<file path="src/rtl/aom_pkg.sv">
// Shared types and constants for the audio overlay mixer.
`default_nettype none

package aom_pkg;

    localparam int SAMPLE_W = 16;
    localparam int GAIN_W   = 16;
    localparam int COUNT_W  = 32;
    localparam int SUM_W    = 24;
    localparam int CFG_IDX_W = 2;

    localparam logic signed [SUM_W-1:0] SAT_MAX = SUM_W'(32767);
    localparam logic signed [SUM_W-1:0] SAT_MIN = -SUM_W'(32768);

    localparam logic [GAIN_W-1:0] GAIN_RESET = GAIN_W'(4096);
    localparam logic [GAIN_W-1:0] PAN_RESET  = GAIN_W'(23170);

    typedef enum logic [CFG_IDX_W-1:0] {
        CFG_OVERLAY_GAIN = 2'd0,
        CFG_PAN_LEFT     = 2'd1,
        CFG_PAN_RIGHT    = 2'd2,
        CFG_MIX_MODE     = 2'd3
    } t_cfg_idx;

    typedef enum logic [1:0] {
        MODE_STEREO  = 2'd0,
        MODE_MONO    = 2'd1,
        MODE_PAN     = 2'd2,
        MODE_DOWNMIX = 2'd3
    } t_mode;

    typedef enum logic [2:0] {
        S_IDLE,
        S_GAIN_L,
        S_GAIN_R,
        S_PAN_L,
        S_PAN_R,
        S_SUM
    } t_state;

    typedef struct packed {
        logic signed [SAMPLE_W-1:0] base_left;
        logic signed [SAMPLE_W-1:0] base_right;
        logic signed [SAMPLE_W-1:0] overlay_left;
        logic signed [SAMPLE_W-1:0] overlay_right;
        logic                       overlay_present;
    } t_frame;

    typedef struct packed {
        logic signed [SAMPLE_W-1:0] mixed_left;
        logic signed [SAMPLE_W-1:0] mixed_right;
        logic                       left_clipped;
        logic                       right_clipped;
        logic [COUNT_W-1:0]         clip_total;
    } t_mix;

    typedef struct packed {
        logic [GAIN_W-1:0] overlay_gain;
        logic [GAIN_W-1:0] pan_left_gain;
        logic [GAIN_W-1:0] pan_right_gain;
        t_mode             mix_mode;
    } t_cfg;

    // classified frame handed from front to back
    typedef struct packed {
        logic signed [SAMPLE_W-1:0] base_l;
        logic signed [SAMPLE_W-1:0] base_r;
        logic signed [SAMPLE_W-1:0] ovl_a;
        logic signed [SAMPLE_W-1:0] ovl_b;
        logic                       present;
        logic                       pan;
        logic                       stereo;
    } t_job;

endpackage

`default_nettype wire

</file>
<file path="src/rtl/audio_overlay_mixer_top.sv">
// Top level of the audio overlay mixer: config registers, front end, queue, mix engine.
//
//  channel   direction  handshake           payload
//  frame     in         push / full         i_frame (t_frame)
//  mix       out        empty / pop         o_mix   (t_mix)
//  config    in         i_cfg_we            i_cfg_idx, i_cfg_data
//
// Engine states: IDLE, SUM without overlay; plus GAIN_L in mono/downmix, GAIN_L, GAIN_R in
// stereo, GAIN_L, PAN_L, PAN_R in pan mode; the single shared 33x17 multiplier sets this.
// Front register and two-entry queue add latency but let requests enter while the
// engine works. Reset is synchronous, active low, and clears control state and the
// clip counter. A held result stalls the engine in its final step only.
`default_nettype none

module audio_overlay_mixer_top (
    input  wire                         i_clk,
    input  wire                         i_rst_n,
    input  wire                         push,
    output logic                        full,
    input  wire aom_pkg::t_frame        i_frame,
    output logic                        empty,
    input  wire                         pop,
    output aom_pkg::t_mix               o_mix,
    input  wire                         i_cfg_we,
    input  wire [aom_pkg::CFG_IDX_W-1:0] i_cfg_idx,
    input  wire [aom_pkg::GAIN_W-1:0]   i_cfg_data
);
    import aom_pkg::*;

    t_cfg r_cfg;
    logic f_valid;
    t_job f_job;
    logic q_full;
    logic q_valid;
    t_job q_job;
    logic q_rd;

    always_ff @(posedge i_clk) begin
        if (!i_rst_n) begin
            r_cfg.overlay_gain   <= GAIN_RESET;
            r_cfg.pan_left_gain  <= PAN_RESET;
            r_cfg.pan_right_gain <= PAN_RESET;
            r_cfg.mix_mode       <= MODE_STEREO;
        end else if (i_cfg_we) begin
            unique case (t_cfg_idx'(i_cfg_idx))
                CFG_OVERLAY_GAIN: r_cfg.overlay_gain   <= i_cfg_data;
                CFG_PAN_LEFT:     r_cfg.pan_left_gain  <= i_cfg_data;
                CFG_PAN_RIGHT:    r_cfg.pan_right_gain <= i_cfg_data;
                CFG_MIX_MODE:     r_cfg.mix_mode       <= t_mode'(i_cfg_data[1:0]);
                default:          r_cfg.mix_mode       <= r_cfg.mix_mode;
            endcase
        end
    end

    aom_front u_front (
        .i_clk       (i_clk),
        .i_rst_n     (i_rst_n),
        .i_cfg       (r_cfg),
        .push        (push),
        .full        (full),
        .i_frame     (i_frame),
        .o_job_valid (f_valid),
        .o_job       (f_job),
        .i_job_full  (q_full)
    );

    aom_queue u_queue (
        .i_clk    (i_clk),
        .i_rst_n  (i_rst_n),
        .i_wr     (f_valid),
        .i_wr_job (f_job),
        .o_full   (q_full),
        .o_valid  (q_valid),
        .o_rd_job (q_job),
        .i_rd     (q_rd)
    );

    aom_back u_back (
        .i_clk     (i_clk),
        .i_rst_n   (i_rst_n),
        .i_cfg     (r_cfg),
        .i_q_valid (q_valid),
        .i_q_job   (q_job),
        .o_q_rd    (q_rd),
        .empty     (empty),
        .pop       (pop),
        .o_mix     (o_mix)
    );

    // a flagged clip must show a rail value
    a_left_clip_rail: assert property (@(posedge i_clk) disable iff (!i_rst_n)
        (!empty && o_mix.left_clipped) |->
            (o_mix.mixed_left == 16'sd32767 || o_mix.mixed_left == -16'sd32768))
        else $error("left clip flag without rail value");

    a_right_clip_rail: assert property (@(posedge i_clk) disable iff (!i_rst_n)
        (!empty && o_mix.right_clipped) |->
            (o_mix.mixed_right == 16'sd32767 || o_mix.mixed_right == -16'sd32768))
        else $error("right clip flag without rail value");

    a_clip_counted: assert property (@(posedge i_clk) disable iff (!i_rst_n)
        (!empty && (o_mix.left_clipped || o_mix.right_clipped)) |->
            (o_mix.clip_total != '0))
        else $error("clip not counted");

    a_reset_empty: assert property (@(posedge i_clk)
        !i_rst_n |=> empty)
        else $error("result pending after reset");

endmodule

`default_nettype wire

</file>
<file path="src/rtl/aom_front.sv">
// Front end: takes a frame, classifies it by mix mode and registers the job.
`default_nettype none

module aom_front (
    input  wire                 i_clk,
    input  wire                 i_rst_n,
    input  wire aom_pkg::t_cfg  i_cfg,
    input  wire                 push,
    output logic                full,
    input  wire aom_pkg::t_frame i_frame,
    output logic                o_job_valid,
    output aom_pkg::t_job       o_job,
    input  wire                 i_job_full
);
    import aom_pkg::*;

    logic                    r_valid;
    t_job                    r_job;
    t_job                    n_job;
    logic signed [SAMPLE_W:0] ovl_sum;
    logic signed [SAMPLE_W:0] ovl_rnd;
    logic                    take;
    logic                    hand_off;

    // average truncated toward zero: add one before the shift when negative
    assign ovl_sum = (SAMPLE_W+1)'(i_frame.overlay_left) + (SAMPLE_W+1)'(i_frame.overlay_right);
    assign ovl_rnd = ovl_sum + $signed({{SAMPLE_W{1'b0}}, ovl_sum[SAMPLE_W]});

    always_comb begin
        n_job.base_l  = i_frame.base_left;
        n_job.base_r  = i_frame.base_right;
        n_job.ovl_a   = (i_cfg.mix_mode == MODE_DOWNMIX) ? ovl_rnd[SAMPLE_W:1]
                                                         : i_frame.overlay_left;
        n_job.ovl_b   = i_frame.overlay_right;
        n_job.present = i_frame.overlay_present;
        n_job.pan     = (i_cfg.mix_mode == MODE_PAN);
        n_job.stereo  = (i_cfg.mix_mode == MODE_STEREO) || (i_cfg.mix_mode == MODE_PAN);
    end

    assign hand_off    = r_valid && !i_job_full;
    assign full        = r_valid && i_job_full;
    assign take        = push && !full;
    assign o_job_valid = r_valid;
    assign o_job       = r_job;

    always_ff @(posedge i_clk) begin
        if (!i_rst_n) begin
            r_valid <= 1'b0;
        end else if (take) begin
            r_valid <= 1'b1;
        end else if (hand_off) begin
            r_valid <= 1'b0;
        end
    end

    always_ff @(posedge i_clk) begin
        if (take) begin
            r_job <= n_job;
        end
    end

endmodule

`default_nettype wire

</file>
<file path="src/rtl/aom_queue.sv">
// Two-entry job queue between front end and mix engine.
`default_nettype none

module aom_queue (
    input  wire             i_clk,
    input  wire             i_rst_n,
    input  wire             i_wr,
    input  wire aom_pkg::t_job i_wr_job,
    output logic            o_full,
    output logic            o_valid,
    output aom_pkg::t_job   o_rd_job,
    input  wire             i_rd
);
    import aom_pkg::*;

    t_job       r_mem [2];
    logic       r_wr_ptr;
    logic       r_rd_ptr;
    logic [1:0] r_count;
    logic       do_wr;
    logic       do_rd;

    assign o_full   = (r_count == 2'd2);
    assign o_valid  = (r_count != 2'd0);
    assign o_rd_job = r_mem[r_rd_ptr];
    assign do_wr    = i_wr && !o_full;
    assign do_rd    = i_rd && o_valid;

    always_ff @(posedge i_clk) begin
        if (!i_rst_n) begin
            r_wr_ptr <= 1'b0;
            r_rd_ptr <= 1'b0;
            r_count  <= 2'd0;
        end else begin
            if (do_wr) begin
                r_wr_ptr <= ~r_wr_ptr;
            end
            if (do_rd) begin
                r_rd_ptr <= ~r_rd_ptr;
            end
            unique case ({do_wr, do_rd})
                2'b10:   r_count <= r_count + 2'd1;
                2'b01:   r_count <= r_count - 2'd1;
                default: r_count <= r_count;
            endcase
        end
    end

    always_ff @(posedge i_clk) begin
        if (do_wr) begin
            r_mem[r_wr_ptr] <= i_wr_job;
        end
    end

endmodule

`default_nettype wire

</file>
<file path="src/rtl/aom_back.sv">
// Mix engine: shared multiplier sequencer, floor/saturate, clip counter, result register.
`default_nettype none

module aom_back (
    input  wire              i_clk,
    input  wire              i_rst_n,
    input  wire aom_pkg::t_cfg i_cfg,
    input  wire              i_q_valid,
    input  wire aom_pkg::t_job i_q_job,
    output logic             o_q_rd,
    output logic             empty,
    input  wire              pop,
    output aom_pkg::t_mix    o_mix
);
    import aom_pkg::*;

    t_state                   r_state;
    t_state                   n_state;
    t_job                     r_job;
    logic signed [32:0]       r_gl;
    logic signed [32:0]       r_gr;
    logic signed [49:0]       r_tl;
    logic signed [49:0]       r_tr;
    logic                     r_out_valid;
    t_mix                     r_out;
    logic [COUNT_W-1:0]       r_clip_cnt;

    logic signed [32:0]       mul_a;
    logic signed [16:0]       mul_b;
    logic signed [49:0]       mul_p;
    logic                     ld_gl;
    logic                     ld_gr;
    logic                     ld_tl;
    logic                     ld_tr;
    logic                     commit;

    logic signed [SUM_W-1:0]  term_l;
    logic signed [SUM_W-1:0]  term_r;
    logic signed [SUM_W-1:0]  sum_l;
    logic signed [SUM_W-1:0]  sum_r;
    logic                     lc;
    logic                     rc;
    logic signed [SAMPLE_W-1:0] sat_l;
    logic signed [SAMPLE_W-1:0] sat_r;
    logic [1:0]               inc;
    logic [COUNT_W:0]         cnt_sum;
    logic [COUNT_W-1:0]       n_clip_cnt;

    // next state
    always_comb begin
        n_state = r_state;
        unique case (r_state)
            S_IDLE: begin
                if (i_q_valid) begin
                    n_state = i_q_job.present ? S_GAIN_L : S_SUM;
                end
            end
            S_GAIN_L: begin
                priority if (r_job.pan)    n_state = S_PAN_L;
                else if (r_job.stereo)     n_state = S_GAIN_R;
                else                       n_state = S_SUM;
            end
            S_GAIN_R: n_state = S_SUM;
            S_PAN_L:  n_state = S_PAN_R;
            S_PAN_R:  n_state = S_SUM;
            S_SUM: begin
                if (!r_out_valid || pop) begin
                    n_state = S_IDLE;
                end
            end
            default:  n_state = S_IDLE;
        endcase
    end

    // datapath controls
    always_comb begin
        o_q_rd = 1'b0;
        ld_gl  = 1'b0;
        ld_gr  = 1'b0;
        ld_tl  = 1'b0;
        ld_tr  = 1'b0;
        commit = 1'b0;
        mul_a  = 33'(r_job.ovl_a);
        mul_b  = $signed({1'b0, i_cfg.overlay_gain});
        unique case (r_state)
            S_IDLE:   o_q_rd = i_q_valid;
            S_GAIN_L: ld_gl  = 1'b1;
            S_GAIN_R: begin
                ld_gr = 1'b1;
                mul_a = 33'(r_job.ovl_b);
            end
            S_PAN_L: begin
                ld_tl = 1'b1;
                mul_a = r_gl;
                mul_b = $signed({1'b0, i_cfg.pan_left_gain});
            end
            S_PAN_R: begin
                ld_tr = 1'b1;
                mul_a = r_gl;
                mul_b = $signed({1'b0, i_cfg.pan_right_gain});
            end
            S_SUM:    commit = !r_out_valid || pop;
            default:  o_q_rd = 1'b0;
        endcase
    end

    assign mul_p = mul_a * mul_b;

    // floor of product / 2^k is the arithmetic shift
    always_comb begin
        if (!r_job.present) begin
            term_l = '0;
            term_r = '0;
        end else if (r_job.pan) begin
            term_l = SUM_W'($signed(r_tl[49:27]));
            term_r = SUM_W'($signed(r_tr[49:27]));
        end else begin
            term_l = SUM_W'($signed(r_gl[32:12]));
            term_r = SUM_W'($signed(r_gr[32:12]));
        end
        sum_l = SUM_W'(r_job.base_l) + term_l;
        sum_r = SUM_W'(r_job.base_r) + term_r;

        lc    = (sum_l > SAT_MAX) || (sum_l < SAT_MIN);
        sat_l = (sum_l > SAT_MAX) ? SAT_MAX[SAMPLE_W-1:0] :
                (sum_l < SAT_MIN) ? SAT_MIN[SAMPLE_W-1:0] : sum_l[SAMPLE_W-1:0];
        if (r_job.stereo) begin
            rc    = (sum_r > SAT_MAX) || (sum_r < SAT_MIN);
            sat_r = (sum_r > SAT_MAX) ? SAT_MAX[SAMPLE_W-1:0] :
                    (sum_r < SAT_MIN) ? SAT_MIN[SAMPLE_W-1:0] : sum_r[SAMPLE_W-1:0];
        end else begin
            rc    = 1'b0;
            sat_r = '0;
        end

        inc        = {1'b0, lc} + {1'b0, rc};
        cnt_sum    = {1'b0, r_clip_cnt} + (COUNT_W+1)'(inc);
        n_clip_cnt = cnt_sum[COUNT_W] ? {COUNT_W{1'b1}} : cnt_sum[COUNT_W-1:0];
    end

    always_ff @(posedge i_clk) begin
        if (!i_rst_n) begin
            r_state     <= S_IDLE;
            r_out_valid <= 1'b0;
            r_clip_cnt  <= '0;
        end else begin
            r_state <= n_state;
            if (commit) begin
                r_out_valid <= 1'b1;
                r_clip_cnt  <= n_clip_cnt;
            end else if (pop) begin
                r_out_valid <= 1'b0;
            end
        end
    end

    always_ff @(posedge i_clk) begin
        if (o_q_rd) begin
            r_job <= i_q_job;
        end
        if (ld_gl) begin
            r_gl <= mul_p[32:0];
        end
        if (ld_gr) begin
            r_gr <= mul_p[32:0];
        end
        if (ld_tl) begin
            r_tl <= mul_p;
        end
        if (ld_tr) begin
            r_tr <= mul_p;
        end
        if (commit) begin
            r_out.mixed_left    <= sat_l;
            r_out.mixed_right   <= sat_r;
            r_out.left_clipped  <= lc;
            r_out.right_clipped <= rc;
            r_out.clip_total    <= n_clip_cnt;
        end
    end

    assign empty = !r_out_valid;
    assign o_mix = r_out;

endmodule

`default_nettype wire
</file>
<file path="config.mk">
export PLATFORM = sky130hd
export DESIGN_NAME = audio_overlay_mixer_top
export DESIGN_NICKNAME = d
export VERILOG_FILES = /design/src/rtl/aom_pkg.sv /design/src/rtl/audio_overlay_mixer_top.sv /design/src/rtl/aom_front.sv /design/src/rtl/aom_queue.sv /design/src/rtl/aom_back.sv
export SDC_FILE = /design/constraint.sdc
export NUM_CORES = 2
export LEC_CHECK = 0
export BUFFER_PORTS_ARGS = -buffer_cell sky130_fd_sc_hd__buf_2
export CAP_MARGIN = 10
export CELL_PAD_IN_SITES_DETAIL_PLACEMENT = 0
export CELL_PAD_IN_SITES_GLOBAL_PLACEMENT = 1
export CORE_ASPECT_RATIO = 1.25
export CORE_MARGIN = 1.5
export CORE_UTILIZATION = 45
export CTS_CLUSTER_DIAMETER = 30
export DETAILED_ROUTE_END_ITERATION = 12
export HOLD_SLACK_MARGIN = 0.02
export PLACE_DENSITY = 0.82
export SYNTH_ARGS = -nofsm -noshare
export SYNTH_HDL_FRONTEND = slang
export SYNTH_SLANG_ARGS = --single-unit
</file>
<file path="constraint.sdc">
create_clock -name i_clk -period 8.4 [get_ports i_clk]
set_input_delay 0.42 -clock i_clk [delete_from_list [all_inputs] [get_ports i_clk]]
set_output_delay 0.42 -clock i_clk [all_outputs]
set_load 0.02 [all_outputs]
</file>
==> qor.csv <==
stage,metric,value,unit
synth,synth-xor-area-share,0.02992,
detailed_routing,drc,0,
placed_design,port_buffers,155,
run,cap_violations,0,
hold_path,min_from,i_cfg_data[14],
detailed_routing,vias,29285,
final_layout,fillerInstances,8203,
detailed_routing,via_per_inst,5.307,
final_layout,ff_latch_area,14880,um^2
detailed_routing,first_pass_iters,8,
synth,yosys.area.top_type,edfxtp_1,
setup_path,ff2ff_path_depth,27,
cts,cts_sinks,526,
cts,root_buffer,clkbuf_16,
global_routing,grt_pass1_wl,168100,um
setup_path,worst-path-max-fanout,30,
timing,rsz0062_at_grt,false,
cts,cts_tree,built,
synth,yosysWarnings,0,
synth,synth_compound_area_frac,0.09466,
cts,clkTransAtPathRegs,0.05,ns
cts,cts_buffers,89,
synth,synth_area_leaders,"edfxtp_1, fa_1, inv_1",
setup_path,startpoint_type,register,
floorplan,die_w,276.7,um
setup_path,worst-path-buf-inv,5,
setup_path,ff2ff_setup_slack,0.35,ns
placed_design,gp_congestion,0.9053,
setup_path,cp_slowest_stage_delay,0.60,ns
final_layout,final_area,48390,um^2
timing,post-route-min-period,8.049,ns
global_routing,grt_pass1_vias,30430,
synth,syn_nets,4788,
setup_path,r2r_start,u_back.r_state[0]$_SDFFE_PN0P_,
setup_path,r2r-end,u_back.r_tr[48]$_DFFE_PN_,
cts,cts_htree_levels,3,
timing,period_share,0.9582,
final_layout,syn_to_final_growth,14.80,%
final_layout,postLayoutCoreUtil,0.5209,
detailed_routing,drt-total-wl,107200,um
detailed_routing,antenna_left,0,
timing,max_slew_margin,0.1767,
placed_design,dp_slack,0.1138,ns
global_routing,track_usage,0.2256,
global_routing,grt_max_degree,101,
setup_path,worstSetupPathType,register to register,
synth,synthDistinctLibCells,96,
setup_path,cp_slowest_cell,fa_1,
synth,synth_top_family_by_area,adder cells,
setup_path,critPathTopFamily,adder cells,
timing,skew,0.08183,ns
final_layout,drive_gt1_frac,0.1341,
timing,fmax,124.2,MHz
hold_path,min_path_cells,3,
synth,synth_edf_count,434,
synth,synth_area_per_cell,10.51,um^2
floorplan,fp.dieArea,95520,um^2
setup_path,crit_top_cell,fa_1,
timing,layout_setup_ws,0.3509,ns
setup_path,cp.arrival,8.52,ns
synth,synth_top_area_frac,0.3092,
timing,setup_violations,0,
hold_path,holdPathEnd,r_cfg[32]$_SDFFE_PN1P_,
global_routing,antenna_found_initial,3,
floorplan,ios,156,
timing,worstMarginPinSlew,1.230,ns
floorplan,start_util,0.4537,
synth,netlist_instances,4009,
cts,cts_max_path_buffers,3,
synth,synth-seq-cells,526,
setup_path,crit_required,8.87,ns
synth,synth-simple-area-share,0.1218,
synth,seq_area_frac_synth,0.3529,
global_routing,globalRouteOverflowTotal,0,
final_layout,multi_input_area,24190,um^2
floorplan,rows,125,
detailed_routing,drtIter0Drc,1670,
placed_design,hpwlAfterDp,83620,um
timing,drv_slew,0,
synth,async_flop_share,0,
floorplan,core_area,92900,um^2
synth,ys.flop_type,edfxtp_1,
outcome,outcome,completed,
floorplan,die-height,345.2,um
synth,synthAdderAreaFrac,0.2954,
setup_path,critPathCaptureType,register,
detailed_routing,wire_per_inst,19.43,um
placed_design,place_area,44680,um^2
final_layout,nets,5015,
hold_path,worstHoldPathType,primary input to register,
synth,synth_area,42150,um^2
timing,finalHoldViolCount,0,
cts,clk_latency,0.68,ns
synth,synthMuxAreaShare,0.02945,
-- cell usage after synthesis, drive strengths merged (10+ instances only) --
library cell,count
nand2,578
or2,13
inv,656
xnor2,85
xor2,59
a221o,24
a31oi,18
o211a,27
and3,17
nand3,71
nor2b,52
a21boi,46
a21o,59
o21bai,16
o21a,16
a21oi,125
a221oi,25
nor2,287
nor3,24
dfxtp,92
clkbuf,127
o21ai,81
ha,184
a211oi,18
buf,46
edfxtp,434
fa,507
and2,43
mux2,72
mux2i,43
nand2b,28
nand4,25
o211ai,10
-- worst min-delay path: stages --
cell     delay, ns
buf_2         0.11
nand2_1       0.05
nand3_1       0.07
-- repair_timing --
action / in CTS / in global routing
gates resized for setup: 0 / 11
hold endpoints to repair: 52 / 0
hold buffers: 52 / 0
buffers inserted: 0 / 2
setup endpoints to repair: 0 / 26
-- flip-flops by register name (all words and copies together) (netlist names), 2 cells and up, named ones only --
name and count:
u_queue.r_count 2, u_back.r_job 67, u_back.r_gr 21, u_front.o_job 67, u_back.r_gl 33, u_back.r_tr 23
u_back.r_clip_cnt 32, u_queue.r_mem 134, u_back.o_mix 66, u_back.r_tl 23, u_back.r_state 3, r_cfg 50
-- metal layers --
layer | track usage | vias up | part of all wire
met5 | 0 | - | 0
met4 | 0.1078 | 0 | 0.048
met3 | 0.02936 | 242 | 0.042
met2 | 0.4143 | 796 | 0.53
met1 | 0.2584 | 14689 | 0.38
li1 | - | 13558 | -
-- layout by cell type, fill, tap and decap left out, types with 85 or more instances in the layout --
master       n
edfxtp_1   434
ha_1       184
inv_1      656
nand2_1    578
buf_4       91
a21oi_1    106
nor2_1     281
xnor2_1     85
fa_1       506
buf_2      155
clkbuf_16   89
dfxtp_1     91
-- stage by stage --
stage	setup TNS, ns	hold slack (ns)	instances
detailed placement	0	0.4307	5297
finish	0	0.06100	5518
CTS	0	0.02384	5515
global placement	-0.9487	0.4218	5296
floorplan	0	0.4215	4009
global route	0	0.04934	5518
-- cell families (layout without fill, tap and decap cells) --
| family | Yosys count | in the layout |
|---|---|---|
| flip-flops | 526 | 526 |
| buffers and inverters | 829 | 1131 |
| adder cells (fa/ha/maj) | 691 | 691 |
| multiplexers | 115 | 115 |
| AO/OA/AOI/OAI | 531 | 531 |
| XOR/XNOR | 144 | 144 |
| AND/OR/NAND/NOR | 1173 | 1173 |
| other | 0 | 1 |
-- worst max path at each step --
stage,startpoint,endpoint,slack [ns],cells past startpoint
floorplan,u_back.r_state[0]$_SDFFE_PN0P_,u_back.r_tl[44]$_DFFE_PN_,0.22,30
global placement,u_back.r_state[0]$_SDFFE_PN0P_,u_back.r_tr[48]$_DFFE_PN_,-0.15,25
detailed placement,u_back.r_state[0]$_SDFFE_PN0P_,u_back.r_tr[48]$_DFFE_PN_,0.11,27
CTS,u_back.r_state[0]$_SDFFE_PN0P_,u_back.r_tr[48]$_DFFE_PN_,0.12,27
global route,u_back.r_state[1]$_SDFFE_PN0P_,u_back.r_tr[49]$_DFFE_PN_,0.004,25
finish,u_back.r_state[0]$_SDFFE_PN0P_,u_back.r_tr[48]$_DFFE_PN_,0.35,27
-- cell type report --
| type | count | share of cell area |
|---|---|---|
| Multi-Input combinational cell | 2654 | 0.4999 |
| Timing Repair Buffer | 309 | 0.04543 |
| Inverter | 656 | 0.05089 |
| Clock buffer | 96 | 0.04698 |
| Clock inverter | 70 | 0.01815 |
| Antenna cell | 1 | 0.00005171 |
| Sequential cell | 526 | 0.3075 |
| Tap cell | 1206 | 0.03118 |
Power is not shown: default switching activity piles up to over one toggle a cycle in this logic, so the estimate is an artifact.
